### config.mk
export PLATFORM = sky130hd
export DESIGN_NAME = ternary_weight_dot_product
export DESIGN_NICKNAME = d
export VERILOG_FILES = /design/src/hdl/twdp_pkg.sv /design/src/hdl/twdp_lane.sv /design/src/hdl/twdp_merge.sv /design/src/hdl/ternary_weight_dot_product.sv
export SDC_FILE = /design/constraint.sdc
export NUM_CORES = 1
export LEC_CHECK = 0
export ABC_AREA = 1
export BUFFER_PORTS_ARGS = -buffer_cell sky130_fd_sc_hd__buf_2
export CORE_ASPECT_RATIO = 0.9
export CORE_UTILIZATION = 35
export DETAILED_ROUTE_END_ITERATION = 10
export SKIP_CTS_REPAIR_TIMING = 1
export SYNTH_ARGS = -nofsm -noshare
export SYNTH_HDL_FRONTEND = slang
export SYNTH_SLANG_ARGS = --single-unit
### constraint.sdc
create_clock -name clk -period 20.9 [get_ports clk]
set_input_delay 1.045 -clock clk [delete_from_list [all_inputs] [get_ports clk]]
set_output_delay 1.045 -clock clk [all_outputs]
set_load 0.02 [all_outputs]
### src/hdl/twdp_pkg.sv
`timescale 1ns / 1ps
// ----------------------------------------------------------------------------
// twdp_pkg
// Shared widths, weight codes and types for the ternary-weight dot product.
// ----------------------------------------------------------------------------
package twdp_pkg;

  localparam int ACT_COUNT = 4;   // activations per group
  localparam int COL_LANES = 4;   // output columns handled side by side
  localparam int ACT_W     = 8;
  localparam int CODE_W    = 2;
  localparam int WBYTE_W   = ACT_COUNT * CODE_W;
  localparam int ACC_W     = 32;
  // one group adds at most four terms of magnitude up to 128
  localparam int CONTRIB_W = ACT_W + 3;

  typedef enum logic [CODE_W-1:0] {
    CODE_ZERO = 2'b00,
    CODE_POS  = 2'b01,
    CODE_NEG  = 2'b10,
    CODE_NIL  = 2'b11
  } wcode_t;

  typedef logic [ACT_COUNT-1:0][ACT_W-1:0] act_vec_t;
  typedef logic [COL_LANES-1:0][ACC_W-1:0] sum_vec_t;

  // per-transfer control seen by every lane and by the merge stage
  typedef struct packed {
    logic accept;
    logic last;
  } twdp_ctl_t;

endpackage

### src/hdl/twdp_lane.sv
`timescale 1ns / 1ps
// ----------------------------------------------------------------------------
// twdp_lane
// One column: decodes four ternary codes, sums the signed group contribution
// and folds it into the column accumulator.
// ----------------------------------------------------------------------------
module twdp_lane (
  input  logic                          clk,
  input  logic                          rst_n,
  input  twdp_pkg::twdp_ctl_t           ctl,
  input  twdp_pkg::act_vec_t            act,
  input  logic [twdp_pkg::WBYTE_W-1:0]  wbyte,
  output logic [twdp_pkg::ACC_W-1:0]    acc_sum
);

  logic [twdp_pkg::CONTRIB_W-1:0] contrib;
  logic [twdp_pkg::ACC_W-1:0]     acc_r;
  logic [twdp_pkg::ACC_W-1:0]     acc_nxt;

  always_comb begin
    logic [twdp_pkg::CONTRIB_W-1:0] term;
    twdp_pkg::wcode_t               code;
    contrib = '0;
    for (int p = 0; p < twdp_pkg::ACT_COUNT; p++) begin
      term = {{(twdp_pkg::CONTRIB_W - twdp_pkg::ACT_W){act[p][twdp_pkg::ACT_W-1]}},
              act[p]};
      code = twdp_pkg::wcode_t'(wbyte[p*twdp_pkg::CODE_W +: twdp_pkg::CODE_W]);
      case (code)
        twdp_pkg::CODE_POS: contrib = contrib + term;
        twdp_pkg::CODE_NEG: contrib = contrib - term;
        default: ;
      endcase
    end
  end

  // running sum including the current group; wraps modulo 2^32
  assign acc_sum = acc_r +
    {{(twdp_pkg::ACC_W - twdp_pkg::CONTRIB_W){contrib[twdp_pkg::CONTRIB_W-1]}}, contrib};

  always_comb begin
    acc_nxt = acc_r;
    if (ctl.accept) begin
      acc_nxt = ctl.last ? '0 : acc_sum;
    end
  end

  always_ff @(posedge clk) begin
    if (!rst_n) begin
      acc_r <= '0;
    end else begin
      acc_r <= acc_nxt;
    end
  end

endmodule

### src/hdl/twdp_merge.sv
`timescale 1ns / 1ps
// ----------------------------------------------------------------------------
// twdp_merge
// Gathers the lane sums of a last-group transfer into the output register
// and holds them until the result transfer completes.
// ----------------------------------------------------------------------------
module twdp_merge (
  input  logic                 clk,
  input  logic                 rst_n,
  input  twdp_pkg::twdp_ctl_t  ctl,
  input  twdp_pkg::sum_vec_t   lane_sum,
  input  logic                 out_stall,
  output logic                 out_valid,
  output twdp_pkg::sum_vec_t   out_sum,
  output logic                 busy
);

  logic               valid_r;
  logic               valid_nxt;
  twdp_pkg::sum_vec_t sum_r;
  logic               load;

  assign load = ctl.accept & ctl.last;
  // a held result that is not being taken blocks the next transfer
  assign busy = valid_r & out_stall;

  always_comb begin
    valid_nxt = valid_r;
    if (load) begin
      valid_nxt = 1'b1;
    end else if (!out_stall) begin
      valid_nxt = 1'b0;
    end
  end

  always_ff @(posedge clk) begin
    if (!rst_n) begin
      valid_r <= 1'b0;
    end else begin
      valid_r <= valid_nxt;
    end
  end

  always_ff @(posedge clk) begin
    if (load) begin
      sum_r <= lane_sum;
    end
  end

  assign out_valid = valid_r;
  assign out_sum   = sum_r;

endmodule

### src/hdl/ternary_weight_dot_product.sv
`timescale 1ns / 1ps
// ----------------------------------------------------------------------------
// ternary_weight_dot_product
// A last-group transfer shows its four sums in the cycle after it is accepted.
// Throughput: one input transfer per cycle; the input stalls only while a
// finished result waits downstream.
// Reset (rst_n low, synchronous): accumulators clear, no result pending.
// ----------------------------------------------------------------------------
// Four column lanes decode their packed 2-bit ternary codes and add or
// subtract the four int8 activations into a 32-bit wrapping accumulator.
// On the transfer marked last the group is folded in, the lane totals go to
// the output register in the merge stage and the accumulators clear, so the
// next row can start in the very next cycle unless a held result is stalled.
// ----------------------------------------------------------------------------
module ternary_weight_dot_product (
  input  logic               clk,
  input  logic               rst_n,
  // input channel
  input  logic               in_valid,
  output logic               in_stall,
  input  logic signed [7:0]  in_act_0,
  input  logic signed [7:0]  in_act_1,
  input  logic signed [7:0]  in_act_2,
  input  logic signed [7:0]  in_act_3,
  input  logic [7:0]         in_wbyte_col0,
  input  logic [7:0]         in_wbyte_col1,
  input  logic [7:0]         in_wbyte_col2,
  input  logic [7:0]         in_wbyte_col3,
  input  logic               in_last_group,
  // result channel
  output logic               out_valid,
  input  logic               out_stall,
  output logic signed [31:0] out_sum_col0,
  output logic signed [31:0] out_sum_col1,
  output logic signed [31:0] out_sum_col2,
  output logic signed [31:0] out_sum_col3
);

  twdp_pkg::twdp_ctl_t ctl;
  twdp_pkg::act_vec_t  act;
  twdp_pkg::sum_vec_t  lane_sum;
  twdp_pkg::sum_vec_t  out_sum;
  logic [twdp_pkg::COL_LANES-1:0][twdp_pkg::WBYTE_W-1:0] wbyte;
  logic                busy;

  // activations are shared by every lane
  assign act[0] = in_act_0;
  assign act[1] = in_act_1;
  assign act[2] = in_act_2;
  assign act[3] = in_act_3;

  assign wbyte[0] = in_wbyte_col0;
  assign wbyte[1] = in_wbyte_col1;
  assign wbyte[2] = in_wbyte_col2;
  assign wbyte[3] = in_wbyte_col3;

  // input transfer happens when in_valid is high and the output register can take a result
  assign in_stall   = busy;
  assign ctl.accept = in_valid & ~busy;
  assign ctl.last   = in_last_group;

  for (genvar c = 0; c < twdp_pkg::COL_LANES; c++) begin : g_lane
    twdp_lane u_lane (
      .clk     (clk),
      .rst_n   (rst_n),
      .ctl     (ctl),
      .act     (act),
      .wbyte   (wbyte[c]),
      .acc_sum (lane_sum[c])
    );
  end

  // output register / merge of the lane totals
  twdp_merge u_merge (
    .clk       (clk),
    .rst_n     (rst_n),
    .ctl       (ctl),
    .lane_sum  (lane_sum),
    .out_stall (out_stall),
    .out_valid (out_valid),
    .out_sum   (out_sum),
    .busy      (busy)
  );

  assign out_sum_col0 = out_sum[0];
  assign out_sum_col1 = out_sum[1];
  assign out_sum_col2 = out_sum[2];
  assign out_sum_col3 = out_sum[3];

endmodule
======== After elaboration in Yosys (flattened, before gate mapping) ========
Cells that the tools add are included.
word-level totals
  flip-flop bits (word level) ............. 257
  bits of input ports ..................... 69
  output and inout bits ................... 130
  logic and storage cells ................. 97
operators by class
  $add $sub $neg .......................... 29
  mux-type cells .......................... 22
  bitwise logic cells ..................... 4
  eq/ne operators ......................... 33
operators with widths
  kind                                                                      number
  11-bit one-hot mux with 2 select lines                                    16
  11-bit adder                                                              12
  11-bit subtractor                                                         12
  32-bit adder                                                              4
  32-bit two-way mux                                                        4
  2-bit by 1-bit equality test with 1-bit output (second input constant)    16
  2-bit equality test (second input constant)                               16
  1-bit by 8-bit subtractor with 9-bit output (first input constant)        1
  1-bit bitwise AND                                                         3
  1-bit two-way mux                                                         2
  2-bit by 1-bit inequality test with 1-bit output (second input constant)  1
  1-bit inverter                                                            1

======== Depth between registers and ports, before layout ========
Gate-level depths: netlist (run 1).
  depth after elaboration ................. 10
  mapped depth ............................ 55
  gate-level depth less buffers ........... 55

======== Hierarchy ========
From an unflattened synthesis (run 1), not the netlist that was laid out.
second synthesis, totals
  cell total of the unflattened synthesis .. 3690
  area, all modules ....................... 25967.4 um2
modules (own cells, without submodules)
  module                        cells each  instances  area each (um2)  seq. area each (um2)
  twdp_lane (g_lane[2].u_lane)  894         1          5541.6           640.6
  twdp_lane (g_lane[3].u_lane)  889         1          5511.5           640.6
  twdp_lane (g_lane[0].u_lane)  877         1          5509.0           640.6
  twdp_lane (g_lane[1].u_lane)  893         1          5504.0           640.6
  twdp_merge                    135         1          3891.2           3863.7
  ternary_weight_dot_product    2           1          10.0             0.0

======== Least setup slack after synthesis (run 1) ========
Ideal clock, no wire load.
  kind .................................... input to register
  start ................................... in in_wbyte_col2[0]
  end ..................................... reg u_merge.sum_r, in the netlist u_merge.out_sum[95] (data pin)
  data required time ...................... 20.645 ns
  path slack .............................. 13.354 ns
  arrival time ............................ 7.291 ns
  setup time .............................. 0.255 ns
  path buffers ............................ 0
  stages .................................. 39
  path through ............................ inv_1 -> ha_1 -> inv_1 -> o211ai_1 -> ha_1 -> inv_1 -> fa_1 -> inv_1 -> o21ai_0 -> inv_1 -> fa_1 -> o31ai_1 -> a21oi_1 -> o21ai_1 -> a31oi_1 -> xnor2_1 -> nand2_1 -> nand2_1 -> (+3 left out) -> a211oi_1 -> nand3_1 -> nand3_1 -> inv_1 -> nand3_1 -> nand2_1 -> ha_1 -> nand2_1 -> inv_1 -> a21oi_1 -> o211ai_1 -> nand2_1 -> nand3_1 -> a21o_1 -> a21oi_1 -> xor2_1 -> nand3_1 -> and2_1
on the way
  cells in the longest elaborated chain, start to end .. 9
RTL lines
  element                                                                                RTL line                          RTL
  start, declared                                                                        ternary_weight_dot_product.sv:27  input logic [7:0] in_wbyte_col2,
  2-bit equality test or 2-bit by 1-bit equality test with 1-bit output (tied branches)  twdp_lane.sv:28                   case (code)
  11-bit one-hot mux with 2 select lines *                                               twdp_lane.sv:28
  11-bit subtractor or 11-bit adder (tied branches)                                      twdp_lane.sv:30, twdp_lane.sv:29
  11-bit one-hot mux with 2 select lines *                                               twdp_lane.sv:28
  11-bit subtractor or 11-bit adder (tied branches)                                      twdp_lane.sv:30, twdp_lane.sv:29
  11-bit one-hot mux with 2 select lines *                                               twdp_lane.sv:28
  11-bit subtractor or 11-bit adder (tied branches)                                      twdp_lane.sv:30, twdp_lane.sv:29
  11-bit one-hot mux with 2 select lines *                                               twdp_lane.sv:28
  32-bit adder *                                                                         twdp_lane.sv:37                   assign acc_sum = acc_r +
  via g_lane[2].u_lane.acc_sum (one bit)                                                 twdp_lane.sv:13                   output logic [twdp_pkg::ACC_W-1:0] acc_sum
  end signal, assigned                                                                   twdp_merge.sv:46                  sum_r <= lane_sum;
  end, declared                                                                          twdp_merge.sv:20                  twdp_pkg::sum_vec_t sum_r;
Mark *: on every way through the listed nets, which the timed path passes. The rest lies on a longest branch.
A chain may end at the register's enable or synchronous reset.

======== Worst setup path after layout (run 1) ========
  start ................................... in in_act_0[1]
  end ..................................... reg u_merge.sum_r, in the netlist u_merge.out_sum[63] (data pin)
on the way
  cells in the longest elaborated chain, start to end .. 9
RTL lines
  element                                            RTL line                          RTL
  start, declared                                    ternary_weight_dot_product.sv:21  input logic signed [7:0] in_act_0,
  1-bit by 8-bit subtractor with 9-bit output        twdp_lane.sv:30                   twdp_pkg::CODE_NEG: contrib = contrib - term;
  11-bit one-hot mux with 2 select lines *           twdp_lane.sv:28
  11-bit subtractor or 11-bit adder (tied branches)  twdp_lane.sv:30, twdp_lane.sv:29
  11-bit one-hot mux with 2 select lines *           twdp_lane.sv:28
  11-bit subtractor or 11-bit adder (tied branches)  twdp_lane.sv:30, twdp_lane.sv:29
  11-bit one-hot mux with 2 select lines *           twdp_lane.sv:28
  11-bit subtractor or 11-bit adder (tied branches)  twdp_lane.sv:30, twdp_lane.sv:29
  11-bit one-hot mux with 2 select lines *           twdp_lane.sv:28
  32-bit adder *                                     twdp_lane.sv:37
  via g_lane[1].u_lane.acc_sum (one bit)             twdp_lane.sv:13
Marked as above.

==> results.md, run 1 <==
- Slowest stage cell on the critical path: ha_1
- Largest net degree at the start of global routing: 79
- Required time of the critical path: about 21,000 ps
- Largest family of logic cells by synthesized area: simple AND/OR/NAND/NOR gates
- Setup Viol. Count Final: 0
- Post-synthesis xor/xnor area fraction: 0.0739
- Drt pass-1 iters: 6
- Fin. Hold Viols: 0
- Io pins: slightly below 200
- CTS Buf Count: 31
- FF+latch count, synth: around 260
- Syn. warnings: 0
- Lkg Pwr: between 10 and 15 nW
- Residual DRC: 0
- Worst Max-Slew Pin Slew: between 900 and 1000 ps
- Synth async-reset ratio: 0
- RSZ-0062 raised after global routing: false
- Seq/Total Area, Yosys: 0.266
- Top FF cell, synth: dfxtp_1
- Fin Clk Skew: roughly 17 ps
- Pwr/cell area: between 100 and 150 nW/um^2
- Cell Rows: 90
- Post-synth EDFFs: ~130
- Antenna violations before repair: 8
- Max Cap Viol: 0
- CTS tree: done
- Synth Area in Compound Gates: 0.190
- Hpwl dp: 55.6 mm
- GRT overflow: 0
- Mux share of post-synthesis cell area: 0.00166
- Final ANT Viol Nets: 0
- Post-Syn Nets: around 3,800
- Synthesized area per cell: roughly 7 sq um
- DR iter-0 viols: about 1,600
- Storage element area: ~6400 sq um
- Top cell by count, worst path: nand2_1
- Sink Count: roughly 260
- Die area: between 60,000 and 70,000 sq um
- Number of fill cells: between 7,000 and 8,000
- WS Path Type: primary input to register
- IO buf count: around 200
- Total vias in the final route: 22,600
- Crit path time final: between 8000 and 9000 ps
- First-pass GRT wire length: around 110 mm
- Slowest stage delay, CP: around 500 ps
- RD Place Congestion: between 0.9 and 1
- Mapped Cells: about 3,400
- Vias per Instance: around 5.0
- Chip width: ~280 microns
- Yosys top cell by area: edfxtp_1
- Synth unique cells: between 50 and 60
- Max-slew violations: 0
- Total GRT Usage: 0.192
- WL/cell: 15.3 microns
- Final wirelength: slightly below 70 mm
- Clock latency on the worst-skew pair: between 500 and 600 ps
- Starting Density: 0.357
- Core area: 67,600 sq um
- Crit. End Element: register
- Max IR drop VDD: roughly 0.064 mV
- Setup TNS Final: 0 ps
- Area of the multi-input gates: between 15,000 and 20,000 sq um
- Synth-to-Final Area Change: 12.1%
- Simple-gate share of the synthesized area: 0.229
- Crit path launch type: primary input
- Synthesized cell area: 24,100 sq um
- Crit-path max FO: 24
- Worst Setup SP: in_act_0[1]
- Top cells by area, synth: edfxtp_1, nand2_1, ha_1
- Clk root buf: clkbuf_16
- Run status: finished clean
- Max clock buf depth: 3
- CP arrival: 8860 ps
- Clk slew on worst S/H paths: about 60 ps
- # nets final: between 3,000 and 4,000
- CTS H-tree lvls: 1
- Fmax: ~120 MHz
- Hold Startpoint: g_lane[3].u_lane.acc_r[9]
- Crit share post-route: 0.408
- Relative slew slack: 0.353
- Worst r2r src: g_lane[3].u_lane.acc_r[0]
- Vias in the first global route: about 20,000
- Share of post-route cells with drive strength above 1: 0.0916
- Hold WC Path Type: register to register
- Adder-cell share of the synthesized area: 0.156
- Yosys top cell area share: 0.159
- Die Y: 251 microns
- Hold slack: roughly 470 ps
- Pwr Total: ~2.8 mW
==> area by class of cell <==
| type | count | area share |
|---|---|---|
| Clock inverter | 19 | 0.00842 |
| Multi-Input combinational cell | 2661 | 0.581 |
| Sequential cell | 257 | 0.237 |
| Clock buffer | 39 | 0.0305 |
| Antenna cell | 4 | 0.000370 |
| Tap cell | 874 | 0.0404 |
| Timing Repair Buffer | 205 | 0.0386 |
| Inverter | 453 | 0.0630 |
==> flip-flops by register name, summed over array words and instances, names as in the netlist <==
name / flops
u_merge.out_sum: 128
g_lane.u_lane.acc_r: 128
u_merge.out_valid: 1
==> synth_stat cells, drive strengths merged (5+ instances only) <==
master,instances
nand2,943
inv,451
a21oi,426
ha,276
o21ai,262
nor2,147
nand3,145
xor2,133
dfxtp,129
edfxtp,128
xnor2,69
clkbuf,65
nor3,36
a31oi,30
nand4,21
o21a,21
fa,16
o21bai,16
a21o,15
and2,14
a211oi,13
o211ai,12
buf,10
nand3b,10
o22ai,10
or2,10
nor4,8
a21boi,6
o31ai,5
==> metal layers <==
| layer | routed length (microns) | vias up | track usage |
|---|---|---|---|
| met2 | 29100 | 537 | 0.299 |
| li1 | - | 11800 | - |
| met5 | 59 | - | 0 |
| met1 | 34900 | 10100 | 0.283 |
| met3 | 3880 | 81 | 0.0246 |
| met4 | 1220 | 8 | 0.0394 |
==> worst max-delay path, delay by kind of cell <==
family	cells	cell delay, ps
XOR/XNOR	2	340
buffers and inverters	5	520
adder cells (fa/ha/maj)	5	1800
AND/OR/NAND/NOR	23	2980
AO/OA/AOI/OAI	9	2140
==> where the power goes <==
group | switching, mW | internal, mW | total, mW
Sequential | 0.0381 | 0.679 | 0.717
Combinational | 1.03 | 0.537 | 1.56
Clock | 0.222 | 0.331 | 0.552
Total | 1.29 | 1.55 | 2.83
==> cells by family after synthesis <==
| kind of cell | after synthesis |
|---|---|
| xor gates and xnor gates | 202 |
| DFF | 257 |
| and+or+nand+nor | 1335 |
| AOI/OAI and AO/OA | 828 |
| buffers and inverters | 528 |
| muxes | 4 |
| adders and majority gates | 292 |
==> through the flow <==
step	std cells	instance area (sq um)	worst slack [ps]	util
after detailed placement	4450	26000	11920	0.385
final	4512	27100	12380	0.400
after global routing	4508	27000	11580	0.400
after CTS	4508	27000	12510	0.400
after global placement	4450	26000	11980	0.385
after floorplan	3446	24100	13350	-
==> placed cells by master, fill, tap and decap left out, drive strengths merged, types with 3 or more instances in the layout <==
cell / Yosys / routed
nand2: 943 / 943
inv: 451 / 452
a21oi: 426 / 426
ha: 276 / 276
o21ai: 262 / 262
buf: 10 / 205
nor2: 147 / 147
nand3: 145 / 145
xor2: 133 / 133
dfxtp: 129 / 129
edfxtp: 128 / 128
xnor2: 69 / 69
clkbuf: 65 / 39
nor3: 36 / 36
a31oi: 30 / 30
o21a: 21 / 21
nand4: 21 / 21
o21bai: 16 / 16
fa: 16 / 16
a21o: 15 / 15
and2: 14 / 14
a211oi: 13 / 13
o211ai: 12 / 12
clkinv: 2 / 12
o22ai: 10 / 10
nand3b: 10 / 10
or2: 10 / 10
nor4: 8 / 8
a21boi: 6 / 6
o31ai: 5 / 5
diode: 0 / 4
mux2i: 4 / 4
o221ai: 4 / 4
a22oi: 4 / 4
clkinvlp: 0 / 4
bufinv: 0 / 4
a221oi: 3 / 3
==> worst paths after layout <==
| check | end | slack (ps) | cells after the start |
|---|---|---|---|
| max | u_merge.out_sum[63] | 12380 | 44 |
| min | g_lane[3].u_lane.acc_r[9] | 470 | 2 |
| max reg2reg | u_merge.out_sum[122] | 17870 | 16 |
| min reg2reg | g_lane[3].u_lane.acc_r[9] | 470 | 2 |
Note: power is estimated with default switching activity, not from simulation.
==> run 2, diff against run 1 <==
==> constraint.sdc (replaced) <==
create_clock -name clk -period 8.2 [get_ports clk]
set_input_delay 0.41 -clock clk [delete_from_list [all_inputs] [get_ports clk]]
set_output_delay 0.41 -clock clk [all_outputs]
set_load 0.02 [all_outputs]
==> results.md, run 2 (same netlist as run 1, synthesis figures left out) <==
- Run status: finished clean (unchanged)
- IO buf count: 198 (unchanged)
- Commonest non-fill, non-tap cells in the layout: nand2_1, inv_1, a21oi_1 (unchanged)
- CTS tree: done (unchanged)
- Hpwl dp: 56.1 mm (was 55.6 mm)
- Setup Viol. Count Final: 0 (unchanged)
- Final ANT Viol Nets: 0 (unchanged)
- Cell Rows: 90 (unchanged)
- Pwr Total: 7.35 mW (was 2.83 mW)
- Worst r2r src: u_merge.out_valid (was g_lane[3].u_lane.acc_r[0])
- Share of post-route cells with drive strength above 1: 0.0976 (was 0.0916)
- Slowest stage delay, CP: 530 ps (was 510 ps)
- Max-slew violations: 0 (unchanged)
- RD Place Congestion: 0.946 (was 0.936)
- Max clock buf depth: 3 (unchanged)
- Clk root buf: clkbuf_16 (unchanged)
- Fin Clk Skew: 27.7 ps (was 17.0 ps)
- Max Cap Viol: 0 (unchanged)
- Relative slew slack: 0.319 (was 0.353)
- Crit share post-route: 0.915
- Fmax: roughly 130 MHz
- Setup TNS Final: 0 ps (unchanged)
- Final wirelength: 70.1 mm (was 69.2 mm)
- # nets final: 3,994 (was 3,970)
- Slowest stage cell on the critical path: fa_1 (was ha_1)
- Crit. End Element: register (unchanged)
- WS Path Type: primary input to register (unchanged)
- Clk slew on worst S/H paths: 60 ps (about the same)
- Crit-path max FO: 24 (unchanged)
- Total GRT Usage: 0.195 (was 0.192)
- Residual DRC: 0 (unchanged)
- Die Y: 251 microns (unchanged)
- Vias per Instance: 5.02 (was 5.01)
- DR iter-0 viols: 1,545 (was 1,551)
- Max IR drop VDD: 0.161 mV (was 0.0643 mV)
- First-pass GRT wire length: 111 mm (was 110 mm)
- Fin. Hold Viols: 0 (unchanged)
- CTS Buf Count: 31 (unchanged)
- Worst Setup SP: in_wbyte_col2[0] (was in_act_0[1])
- Required time of the critical path: 8520 ps (was 21,240 ps)
- Crit path launch type: primary input (unchanged)
- Crit path time final: 7510 ps
- Vias in the first global route: 20,700 (was 20,600)
- Total vias in the final route: 22,800 (was 22,600)
- Clock latency on the worst-skew pair: 590 ps (was 580 ps)
- CTS H-tree lvls: 1 (unchanged)
- Starting Density: 0.357 (unchanged)
- RSZ-0062 raised after global routing: false (unchanged)
- Drt pass-1 iters: 6 (unchanged)
- Io pins: 199 (unchanged)
- Largest net degree at the start of global routing: 97 (was 79)
- Sink Count: 257 (unchanged)
- WL/cell: 15.5 microns (was 15.3 microns)
- Lkg Pwr: 13.4 nW (was 13.2 nW)
- Chip width: 279 microns (unchanged)
- Synth-to-Final Area Change: 13.2% (was 12.1%)
- GRT overflow: 0 (unchanged)
- Hold Startpoint: rst_n (was g_lane[3].u_lane.acc_r[9])
- Antenna violations before repair: 8 (unchanged)
- Hold WC Path Type: primary input to register (was register to register)
- Die area: 70,000 sq um (unchanged)
- Core area: 67,600 sq um (unchanged)
- CP arrival: 7830 ps (was 8860 ps)
- Pwr/cell area: 269 nW/um^2 (was 105 nW/um^2)
- Worst Max-Slew Pin Slew: 1020 ps (was 971 ps)
- Most common cell after layout, fill and taps aside: nand2_1 (unchanged)
==> run 2: report_power, final <==
group	switching, mW	internal, mW
registers	0.0986	1.73
clock network	0.569	0.923
logic	2.62	1.41
==> run 2: path summary, 6_finish.rpt <==
path,endpoint,slack (ps),cells after the start
min reg2reg,g_lane[3].u_lane.acc_r[6],470,2
max,u_merge.out_sum[95],690,40
max reg2reg,g_lane[1].u_lane.acc_r[31],4930,9
min,u_merge.out_valid,100,3
==> run 2: critical path: cells and delay by family <==
family	cells	cell delay [ps]
AO/OA/AOI/OAI	12	2790
adder cells (fa/ha/maj)	6	2220
AND/OR/NAND/NOR	12	1200
buffers and inverters	8	830
XOR/XNOR	2	350
==> run 2: layout make-up <==
type                    instances  area [sq um]
repair buffers                229          1240
flip-flops and latches        257          6430
clock inverters                19           287
clock buffers                  38           812
well taps                     874          1090
multi-input cells            2661         15700
diodes                          3          7.51
inverters                     453          1710
fillers                      7184         40300
==> run 2: through the flow <==
stage | utilization | std cells | instance area [sq um] | setup WS [ps] | hold WS, ps
3_5_place_dp | 0.388 | 4474 | 26200 | 262 | 460
6_report | 0.404 | 4534 | 27300 | 695 | 101
5_1_grt | 0.404 | 4531 | 27300 | 85.7 | 85.2
2_1_floorplan | - | 3446 | 24100 | 1290 | 450
3_3_place_gp | 0.388 | 4474 | 26200 | 255 | 459
4_1_cts | 0.404 | 4531 | 27300 | 831 | 70.0
==> run 2: routing by layer <==
metal	GRT usage	part of all wire	vias up
li1	-	-	11900
met1	0.291	0.51	10300
met2	0.303	0.43	491
met3	0.0210	0.049	81
met4	0.0383	0.017	8
met5	0	0.00070	-
